--- src/hw/rtl/bia_pkg.sv ---
`default_nettype none

package bia_pkg;

    localparam int WORD_COUNT = 32;
    localparam int WORD_BITS  = 32;
    localparam int ADDR_W     = $clog2(WORD_COUNT);
    localparam int BIT_W      = $clog2(WORD_BITS);
    localparam int IDX_W      = 10;
    localparam int SEL_W      = IDX_W - BIT_W;
    localparam int FREE_W     = 11;
    localparam int CAPACITY   = WORD_COUNT * WORD_BITS;

    typedef enum logic [1:0] {
        OP_READ  = 2'd0,
        OP_SET   = 2'd1,
        OP_CLEAR = 2'd2,
        OP_SPARE = 2'd3
    } t_op;

    // controller -> datapath
    typedef struct packed {
        logic load;     // item accepted, fetch addressed word
        logic modify;   // read-modify-write of addressed word, start scan
        logic scan;     // check one word of the scan
    } t_dp_cmd;

    // datapath -> controller
    typedef struct packed {
        logic word_free;  // word under check has a zero bit
        logic last_word;  // word under check is the last one
    } t_dp_status;

    // position of the lowest zero bit; only meaningful if one exists
    function automatic logic [BIT_W-1:0] lowest_zero(input logic [WORD_BITS-1:0] w);
        logic [BIT_W-1:0] pos;
        pos = '0;
        for (int i = WORD_BITS - 1; i >= 0; i--) begin
            if (!w[i]) begin
                pos = BIT_W'(i);
            end
        end
        return pos;
    endfunction

endpackage

`default_nettype wire

--- src/hw/rtl/bia_ctrl.sv ---
`default_nettype none

module bia_ctrl
    import bia_pkg::*;
(
    input  wire logic       i_clk,
    input  wire logic       i_rst_n,
    input  wire logic       i_start,
    input  wire t_dp_status i_status,
    output t_dp_cmd         o_cmd,
    output logic            o_busy
);

    typedef enum logic [2:0] {
        S_IDLE   = 3'b001,
        S_MODIFY = 3'b010,
        S_SCAN   = 3'b100
    } t_state;

    t_state r_state, n_state;

    always_comb begin
        n_state      = r_state;
        o_cmd        = '0;
        unique case (r_state)
            S_IDLE: begin
                if (i_start) begin
                    o_cmd.load = 1'b1;
                    n_state    = S_MODIFY;
                end
            end
            S_MODIFY: begin
                o_cmd.modify = 1'b1;
                n_state      = S_SCAN;
            end
            S_SCAN: begin
                o_cmd.scan = 1'b1;
                if (i_status.word_free || i_status.last_word) begin
                    n_state = S_IDLE;
                end
            end
            default: begin
                n_state = S_IDLE;
            end
        endcase
    end

    always_ff @(posedge i_clk) begin
        if (!i_rst_n) begin
            r_state <= S_IDLE;
        end else begin
            r_state <= n_state;
        end
    end

    assign o_busy = (r_state != S_IDLE);

endmodule

`default_nettype wire

--- src/hw/rtl/bia_datapath.sv ---
`default_nettype none

module bia_datapath
    import bia_pkg::*;
(
    input  wire logic              i_clk,
    input  wire logic              i_rst_n,
    input  wire t_dp_cmd           i_cmd,
    input  wire logic [1:0]        i_operation,
    input  wire logic [IDX_W-1:0]  i_bit_index,
    output t_dp_status             o_status,
    output logic                   o_result_strobe,
    output logic                   o_bit_was_set,
    output logic [FREE_W-1:0]      o_first_free
);

    logic [WORD_BITS-1:0] mem [WORD_COUNT];
    logic [WORD_COUNT-1:0] r_valid;

    logic [1:0]           r_op;
    logic [IDX_W-1:0]     r_idx;
    logic [WORD_BITS-1:0] r_rd_data;
    logic [ADDR_W-1:0]    r_scan_ptr, r_chk_ptr;
    logic                 r_was;
    logic                 r_out_strobe, r_out_was;
    logic [FREE_W-1:0]    r_out_free;

    logic [SEL_W-1:0]     in_word, cur_word;
    logic                 in_range;
    logic [BIT_W-1:0]     cur_bit;
    logic [WORD_BITS-1:0] bit_mask, wr_data;
    logic                 wr_en;
    logic [ADDR_W-1:0]    wr_addr, rd_addr;
    logic                 rd_en;
    logic                 word_free, last_word;

    assign in_word  = i_bit_index[IDX_W-1:BIT_W];
    assign cur_word = r_idx[IDX_W-1:BIT_W];
    assign cur_bit  = r_idx[BIT_W-1:0];
    assign in_range = (32'(cur_word) < 32'(WORD_COUNT));
    assign bit_mask = WORD_BITS'(1) << cur_bit;
    assign wr_addr  = ADDR_W'(cur_word);

    always_comb begin
        wr_en   = 1'b0;
        wr_data = r_rd_data;
        case (t_op'(r_op))
            OP_SET: begin
                wr_en   = i_cmd.modify && in_range;
                wr_data = r_rd_data | bit_mask;
            end
            OP_CLEAR: begin
                wr_en   = i_cmd.modify && in_range;
                wr_data = r_rd_data & ~bit_mask;
            end
            default: begin
                wr_en = 1'b0;
            end
        endcase
    end

    // one read port: addressed word, then the scan words in order
    always_comb begin
        rd_en   = i_cmd.load || i_cmd.modify || i_cmd.scan;
        rd_addr = r_scan_ptr;
        if (i_cmd.load) begin
            rd_addr = ADDR_W'(in_word);
        end else if (i_cmd.modify) begin
            rd_addr = '0;
        end
    end

    always_ff @(posedge i_clk) begin
        if (wr_en) begin
            mem[wr_addr] <= wr_data;
        end
        if (rd_en) begin
            if (wr_en && (wr_addr == rd_addr)) begin
                r_rd_data <= wr_data;
            end else if (r_valid[rd_addr]) begin
                r_rd_data <= mem[rd_addr];
            end else begin
                r_rd_data <= '0;
            end
        end
    end

    always_ff @(posedge i_clk) begin
        if (!i_rst_n) begin
            r_valid <= '0;
        end else if (wr_en) begin
            r_valid[wr_addr] <= 1'b1;
        end
    end

    assign word_free = (r_rd_data != {WORD_BITS{1'b1}});
    assign last_word = (r_chk_ptr == ADDR_W'(WORD_COUNT - 1));

    always_ff @(posedge i_clk) begin
        if (i_cmd.load) begin
            r_op  <= i_operation;
            r_idx <= i_bit_index;
        end
        if (i_cmd.modify) begin
            r_was      <= in_range && r_rd_data[cur_bit];
            r_scan_ptr <= ADDR_W'(1);
            r_chk_ptr  <= '0;
        end else if (i_cmd.scan) begin
            r_scan_ptr <= r_scan_ptr + 1'b1;
            r_chk_ptr  <= r_chk_ptr + 1'b1;
        end
        if (i_cmd.scan && (word_free || last_word)) begin
            r_out_was <= r_was;
            if (word_free) begin
                r_out_free <= FREE_W'({r_chk_ptr, lowest_zero(r_rd_data)});
            end else begin
                r_out_free <= FREE_W'(CAPACITY);
            end
        end
    end

    always_ff @(posedge i_clk) begin
        if (!i_rst_n) begin
            r_out_strobe <= 1'b0;
        end else begin
            r_out_strobe <= i_cmd.scan && (word_free || last_word);
        end
    end

    assign o_status.word_free = word_free;
    assign o_status.last_word = last_word;
    assign o_result_strobe    = r_out_strobe;
    assign o_bit_was_set      = r_out_was;
    assign o_first_free       = r_out_free;

endmodule

`default_nettype wire

--- src/hw/rtl/bitmap_id_allocator.sv ---
// bitmap_id_allocator: in-use bitmap of 1024 identifiers (32 words x 32 bits).
//
// Request channel: start/busy. An item (operation, bit_index) is taken at a
// clock edge with start high and busy low. Operation read leaves the map as
// is, set marks the identifier in use, clear frees it; the unused code acts
// as a read.
// Result channel: o_result_strobe is high for exactly one cycle per item and
// carries o_bit_was_set (bit before the request) and o_first_free (lowest
// free identifier after the request, 1024 when every identifier is in use).
// The receiver cannot stall; each result must be taken when it is shown.
//
// Each item is handled in order: a fetch of the addressed word, its
// read-modify-write, then a scan of one word per cycle from word 0 up to
// the first word with a zero bit, or the last word. The scan reads through
// the single word-wide read port of the bitmap memory.
// busy drops in the strobe cycle, so the next item may be taken then.
//
// Reset (i_rst_n low, synchronous) clears every per-word valid flag, so the
// whole map reads as free at once; no clearing pass is needed.
`default_nettype none

module bitmap_id_allocator
    import bia_pkg::*;
(
    input  wire logic              i_clk,
    input  wire logic              i_rst_n,
    input  wire logic              start,
    output logic                   busy,
    input  wire logic [1:0]        i_operation,
    input  wire logic [IDX_W-1:0]  i_bit_index,
    output logic                   o_result_strobe,
    output logic                   o_bit_was_set,
    output logic [FREE_W-1:0]      o_first_free
);

    t_dp_cmd    dp_cmd;
    t_dp_status dp_status;

    // sequencer: fetch, modify, scan
    bia_ctrl u_ctrl (
        .i_clk    (i_clk),
        .i_rst_n  (i_rst_n),
        .i_start  (start),
        .i_status (dp_status),
        .o_cmd    (dp_cmd),
        .o_busy   (busy)
    );

    // bitmap memory, valid flags, scan pointers and result register
    bia_datapath u_dp (
        .i_clk           (i_clk),
        .i_rst_n         (i_rst_n),
        .i_cmd           (dp_cmd),
        .i_operation     (i_operation),
        .i_bit_index     (i_bit_index),
        .o_status        (dp_status),
        .o_result_strobe (o_result_strobe),
        .o_bit_was_set   (o_bit_was_set),
        .o_first_free    (o_first_free)
    );

endmodule

`default_nettype wire

--- config.mk ---
export PLATFORM = sky130hd
export DESIGN_NAME = bitmap_id_allocator
export DESIGN_NICKNAME = d
export VERILOG_FILES = /design/src/hw/rtl/bia_pkg.sv /design/src/hw/rtl/bia_ctrl.sv /design/src/hw/rtl/bia_datapath.sv /design/src/hw/rtl/bitmap_id_allocator.sv
export SDC_FILE = /design/constraint.sdc
export NUM_CORES = 1
export LEC_CHECK = 0
export BUFFER_PORTS_ARGS = -buffer_cell sky130_fd_sc_hd__buf_2
export CAP_MARGIN = 10
export CORE_MARGIN = 3
export CORE_UTILIZATION = 65
export DETAILED_ROUTE_END_ITERATION = 12
export PLACE_DENSITY_LB_ADDON = 0.1
export SKIP_LAST_GASP = 1
export SLEW_MARGIN = 5
export SYNTH_ARGS = -nofsm -noshare
export SYNTH_HDL_FRONTEND = slang
export SYNTH_SLANG_ARGS = --single-unit
--- constraint.sdc ---
create_clock -name i_clk -period 9.2 [get_ports i_clk]
set_clock_uncertainty 0.05 [all_clocks]
set_input_delay 0.46 -clock i_clk [delete_from_list [all_inputs] [get_ports i_clk]]
set_output_delay 0.46 -clock i_clk [all_outputs]
set_load 0.02 [all_outputs]
==> impl_metrics.env, run 1 <==
export IMPL_cts_resized=0
export IMPL_hold_path_class="in -> reg"
export IMPL_place_ws_ns=3.68
export IMPL_power_density_nw_per_um2=230
export IMPL_chipHeight_um=271
export IMPL_synthTopCellsByArea="edfxtp_1 71%, mux2i_1 5.8%, nand2_1 3.6%"
export IMPL_fin_nets=3079
export IMPL_post_route_util_pct=73.7
export IMPL_grt_max_degree=165
export IMPL_drt_iter0_markers=3690
export IMPL_fmax_mhz=176
export IMPL_synth_seq_cells=1127
export IMPL_avgSynthCellArea_um2=14.9
export IMPL_synth_area_um2=45600
export IMPL_avgViaCountPerCell=7.00
export IMPL_synthToLayoutAreaGrowth_pct=11.5
export IMPL_hold_start="i_rst_n"
export IMPL_die_area_um2=73400
export IMPL_overflow=0
export IMPL_worst_pin_slew_ns=1.27
export IMPL_synth_top_area_cell="edfxtp_1"
export IMPL_slew_headroom_pct=15.6
export IMPL_maxCapViolCount=0
export IMPL_placed_area_um2=47200
export IMPL_final_cell_area_um2=50900
export IMPL_worst_setup_path_start_kind="flip-flop"
export IMPL_core_um2=69100
export IMPL_path_class="reg -> reg"
export IMPL_antenna_found_initial=2
export IMPL_p_total_mw=11.7
export IMPL_synth_most_common_cell="edfxtp_1"
export IMPL_netlist_top_cells_count="1081 x edfxtp_1, 433 x nand2_1, 264 x mux2i_1"
export IMPL_synth_edf_count=1081
export IMPL_ys_seq_area_share_pct=73.1
export IMPL_reg2reg_from="u_ctrl.r_state[0]"
export IMPL_io_buffers=28
export IMPL_diodes=0
export IMPL_end_kind="flip-flop"
export IMPL_yosysWarnings=0
export IMPL_critPathArrivalTime_ns=6.00
export IMPL_worstPathRequired_ns=9.53
export IMPL_finalSetupViolations=0
export IMPL_synth_cells=3057
export IMPL_timing_final_hold_violations=0
export IMPL_cts_buffers=107
export IMPL_drive_gt1_share_pct=11.7
export IMPL_cp_max_fo=113
export IMPL_critPathLaunch="u_ctrl.r_state[0]"
export IMPL_root_buffer="clkbuf_16"
export IMPL_power_leakage_nw=16.8
export IMPL_peakVddDrop_mv=0.257
export IMPL_cts_tree="yes"
export IMPL_rsz0062_at_grt="no"
export IMPL_tns_ns=0
export IMPL_clk_path_buf_depth=3
export IMPL_synth_top_area_share_pct=71.1
export IMPL_cts_htree_levels=3
export IMPL_drt_first_pass_iters=6
export IMPL_period_share_pct=61.6
export IMPL_rows=96
export IMPL_wl_per_cell_um=30.9
export IMPL_finalMaxSlewViolations=0
export IMPL_postCtsSetupRepairBufs=0
export IMPL_clk_latency_ns=0.68
export IMPL_grt_pass1_vias=27900
export IMPL_wirelength_um=126000
export IMPL_synth_top_flop_cell="edfxtp_1"
export IMPL_syn_num_nets=3077
export IMPL_drc_errors=0
export IMPL_async_flop_share_pct=0
export IMPL_yosysUniqueCellTypes=69
export IMPL_gr_usage_all_layers_pct=34.2
export IMPL_die_w_um=271
export IMPL_clk_pin_slew_ns=0.06
export IMPL_outcome="finished, final reports clean"
export IMPL_clock_sinks=1127
export IMPL_ant_nets=0
export IMPL_start_util_pct=66.1
export IMPL_grt_pass1_wl_um=184000
export IMPL_boundaryPins=29
export IMPL_hpwl_um=67700
export IMPL_via_count=28500
export IMPL_setup_slack_ns=3.53
export IMPL_gp_congestion=0.876
export IMPL_fin_crit_ns=5.67
critical path: stages, from the launching register on:
cell and delay, ns:
dfxtp_1 0.53, and4b_1 0.40, o21ai_4 0.07, buf_4 0.26, nand2_8 0.70, buf_4 0.78
buf_4 0.90, mux2i_1 0.30, o22ai_1 0.12, nor4_1 0.75, o21a_1 0.20, o21ai_2 0.05
logic make-up (layout without fill, tap and decap cells):
family	Yosys count	in the layout	synth area share (%)
AO/OA/AOI/OAI	688	688	10.9
XOR/XNOR	11	11	0.211
adder cells (fa/ha/maj)	5	5	0.137
buffers and inverters	234	321	2.32
flip-flops	1127	1127	73.1
multiplexers	275	275	6.31
AND/OR/NAND/NOR	717	717	6.99
state kept, by name, indices dropped and copies added (netlist names):
name                  flops
u_ctrl.r_state            3
u_dp.mem               1024
u_dp.o_bit_was_set        1
u_dp.o_first_free        11
u_dp.o_result_strobe      1
u_dp.r_chk_ptr            5
u_dp.r_idx               10
u_dp.r_op                 2
u_dp.r_rd_data           32
u_dp.r_scan_ptr           5
u_dp.r_valid             32
u_dp.r_was                1
layout by cell type (no fill, tap or decap), types with 63 or more instances in the layout:
cell | netlist | final
o221ai_1 | 153 | 153
mux2i_1 | 264 | 264
nand3_1 | 77 | 77
a311oi_1 | 69 | 69
buf_4 | 12 | 63
a211oi_1 | 74 | 74
and3_1 | 75 | 75
edfxtp_1 | 1081 | 1081
a21oi_1 | 135 | 103
nand2_1 | 433 | 432
clkbuf_16 | 0 | 108
worst paths after layout:
kind	end	slack [ns]	cells after the start
worst max-delay path	u_dp.r_rd_data[20]	3.53	11
worst min-delay path	u_ctrl.r_state[0]	0.27	2
worst max register to register	u_dp.r_rd_data[20]	3.53	11
worst min register to register	u_dp.o_bit_was_set	0.39	0
metal layers:
| layer | up-vias | routed length (µm) | track usage, % |
|---|---|---|---|
| met5 | - | 0 | 0 |
| met4 | 0 | 6440 | 16.2 |
| met3 | 361 | 13000 | 5.38 |
| met2 | 1815 | 59100 | 53.5 |
| met1 | 14300 | 47200 | 47.9 |
| li1 | 12100 | - | - |
power breakdown:
group / internal [mW] / switching, mW
Clock: 2.55 / 1.86
Combinational: 0.449 / 1.04
Sequential: 5.77 / 0.0595
Total: 8.77 / 2.95
layout make-up:
class | count | area (µm²)
tap | 931 | 1160
multi-input combinational | 1696 | 11800
inverter | 12 | 45.0
clock buffer | 131 | 2790
fill | 4212 | 18200
clock inverter | 63 | 722
sequential | 1127 | 33400
timing repair buffer | 115 | 998
repair_timing:
action                                  in CTS  in global routing
hold buffers                                12                  0
endpoints found under the setup margin       0                  0
hold endpoints to repair                    12                  0
through the flow:
step | hold WS, ns | cells
2_1_floorplan | 0.350 | 3057
3_3_place_gp | 0.371 | 3860
3_5_place_dp | 0.373 | 3868
4_1_cts | 0.251 | 4074
5_1_grt | 0.326 | 4075
6_report | 0.273 | 4075
No activity file was read; power rests on OpenSTA's default activity.
==> run 2, diff against run 1 <==
- ABC_AREA: unset -> 1
- CORE_UTILIZATION: 65 -> 63
- clock period: 9.2 -> 5.75 ns (I/O delays scaled with it)
==> impl_metrics.env, run 2 <==
export IMPL_clock_sinks=1127
export IMPL_worstPathRequired_ns=6.07
export IMPL_synthTopCellsByArea="edfxtp_1 70%, nand2_1 8.4%, nand3_1 4.9%"
export IMPL_synthToLayoutAreaGrowth_pct=10.5
export IMPL_critPathArrivalTime_ns=4.67
export IMPL_boundaryPins=29
export IMPL_wirelength_um=127000
export IMPL_async_flop_share_pct=0
export IMPL_yosysUniqueCellTypes=46
export IMPL_diodes=0
export IMPL_overflow=0
export IMPL_hold_path_class="in -> reg"
export IMPL_finalSetupViolations=0
export IMPL_synth_cells=3804
export IMPL_cts_htree_levels=3
export IMPL_setup_slack_ns=1.40
export IMPL_synth_edf_count=1081
export IMPL_hpwl_um=68000
export IMPL_tns_ns=0
export IMPL_gp_congestion=0.947
export IMPL_synth_top_area_share_pct=70.0
export IMPL_postCtsSetupRepairBufs=0
export IMPL_worst_pin_slew_ns=1.31
export IMPL_cts_resized=0
export IMPL_wl_per_cell_um=26.3
export IMPL_fmax_mhz=230
export IMPL_power_leakage_nw=17.7
export IMPL_start_util_pct=64.2
export IMPL_rsz0062_at_grt="no"
export IMPL_maxCapViolCount=0
export IMPL_timing_final_hold_violations=0
export IMPL_die_w_um=277
export IMPL_chipHeight_um=277
export IMPL_finalMaxSlewViolations=0
export IMPL_peakVddDrop_mv=0.353
export IMPL_clk_pin_slew_ns=0.06
export IMPL_reg_largest_list="u_dp.mem x1024, u_dp.r_rd_data x32, u_dp.r_valid x32"
export IMPL_path_class="reg -> reg"
export IMPL_avgSynthCellArea_um2=12.2
export IMPL_r2r_slack_ns=1.40
export IMPL_fin_nets=3809
export IMPL_rows=98
export IMPL_gr_usage_all_layers_pct=32.8
export IMPL_postCtsHoldBufs=15
export IMPL_core_um2=72200
export IMPL_netlist_top_cells_count="1081 x edfxtp_1, 1035 x nand2_1, 452 x nand3_1"
export IMPL_syn_num_nets=3824
export IMPL_drive_gt1_share_pct=8.22
export IMPL_end_kind="flip-flop"
export IMPL_die_area_um2=76900
export IMPL_worst_setup_path_start_kind="flip-flop"
export IMPL_cts_tree="yes"
export IMPL_nFillCells=4849
export IMPL_grt_max_degree=188
export IMPL_cts_buffers=110
export IMPL_slew_headroom_pct=12.2
export IMPL_largest_reg_flops=1024
export IMPL_cp_max_fo=23
export IMPL_drc_errors=0
export IMPL_place_ws_ns=1.57
export IMPL_mostFrequentLayoutCell="edfxtp_1"
export IMPL_outcome="finished, final reports clean"
export IMPL_root_buffer="clkbuf_16"
export IMPL_mostFrequentLayoutCells="1081 x edfxtp_1, 1035 x nand2_1, 452 x nand3_1"
export IMPL_ant_nets=0
export IMPL_power_density_nw_per_um2=407
export IMPL_drt_first_pass_iters=6
export IMPL_io_buffers=28
export IMPL_yosysWarnings=0
export IMPL_synth_most_common_cell="edfxtp_1"
export IMPL_clk_latency_ns=0.66
export IMPL_grt_pass1_wl_um=189000
export IMPL_synth_seq_cells=1127
export IMPL_drt_iter0_markers=5067
export IMPL_via_count=31700
export IMPL_synth_area_um2=46300
export IMPL_clk_path_buf_depth=3
export IMPL_period_share_pct=75.6
export IMPL_grt_pass1_vias=29800
export IMPL_antenna_found_initial=1
export IMPL_ys_seq_area_share_pct=72.0
export IMPL_regMostFlops="u_dp.mem"
export IMPL_synth_top_flop_cell="edfxtp_1"
export IMPL_synth_top_area_cell="edfxtp_1"
export IMPL_avgViaCountPerCell=6.55
export IMPL_fin_crit_ns=4.35
==> run 2: changes by cell type in the layout (fill, tap and decap cells not counted), moves of 69 or more <==
cell | previous run | this run
a211oi_1 | 74 | 1
a311oi_1 | 69 | 0
a32o_1 | 0 | 124
and3_1 | 75 | 1
inv_1 | 11 | 120
mux2i_1 | 264 | 0
nand2_1 | 432 | 1035
nand3_1 | 77 | 452
nor2_1 | 24 | 147
o211ai_1 | 9 | 129
o221ai_1 | 153 | 14
==> run 2: critical path: stages (launching register included) <==
cell and delay, ns:
dfxtp_1 0.33, inv_1 0.08, nor3_2 0.16, nand2_2 0.11, clkinv_4 0.18, nor2_8 0.08, a22oi_2 0.76, xor2_1 0.17
nor4_1 0.52, nand2_1 0.63, inv_2 0.54, nor2_4 0.23, nand2_1 0.11, o21ai_0 0.09
==> run 2: power by group <==
| group | leakage, nW | switching, mW | internal (mW) | total [mW] |
|---|---|---|---|---|
| Combinational | 5.75 | 2.99 | 1.14 | 4.14 |
| Sequential | 10.2 | 0.107 | 9.51 | 9.62 |
| Clock | 1.74 | 2.95 | 4.12 | 7.07 |
| Total | 17.7 | 6.05 | 14.8 | 20.8 |
==> run 2: final timing paths <==
path	from	end	cells after the start
max reg2reg	u_ctrl.r_state[0]	u_dp.r_rd_data[2]	13
min reg2reg	u_dp.r_was	u_dp.o_bit_was_set	0
min	i_bit_index[3]	u_dp.r_idx[3]	2
max	u_ctrl.r_state[0]	u_dp.r_rd_data[2]	13
==> run 2: layout make-up <==
type / count / area (µm²) / share of cell area [%]
clock inverter: 67 / 592 / 1.16
timing repair buffer: 121 / 1010 / 1.97
inverter: 131 / 512 / 0.999
sequential: 1127 / 33400 / 65.2
multi-input combinational: 2298 / 11600 / 22.6
clock buffer: 138 / 2960 / 5.79
tap: 950 / 1190 / 2.32
==> run 2: per-layer routing <==
metal / vias to the layer above / share of wire [%] / global-route usage, %
li1: 13800 / - / -
met1: 15400 / 39 / 48.2
met2: 2074 / 45 / 49.2
met3: 348 / 12 / 6.43
met4: 0 / 4.1 / 12.5
met5: - / 0 / 0
==> run 2: cell families after synthesis <==
| kind of cell | count (synthesis) | share of synthesized area, % |
|---|---|---|
| XOR/XNOR | 4 | 0.0756 |
| AND/OR/NAND/NOR | 1705 | 15.3 |
| adder cells (fa/ha/maj) | 5 | 0.135 |
| AO/OA/AOI/OAI | 584 | 8.84 |
| buffers and inverters | 379 | 3.66 |
| flip-flops | 1127 | 72.0 |
==> run 2: metrics by stage <==
step	util (%)	hold slack [ns]	area, µm²	power, mW	instances
5_1_grt	70.9	0.278	51200	21.6	4832
3_3_place_gp	65.7	0.360	47400	13.7	4609
4_1_cts	70.9	0.261	51200	20.8	4830
3_5_place_dp	65.7	0.358	47500	13.8	4610
6_report	70.9	0.294	51200	20.8	4832
2_1_floorplan	-	0.336	46300	12.7	3804
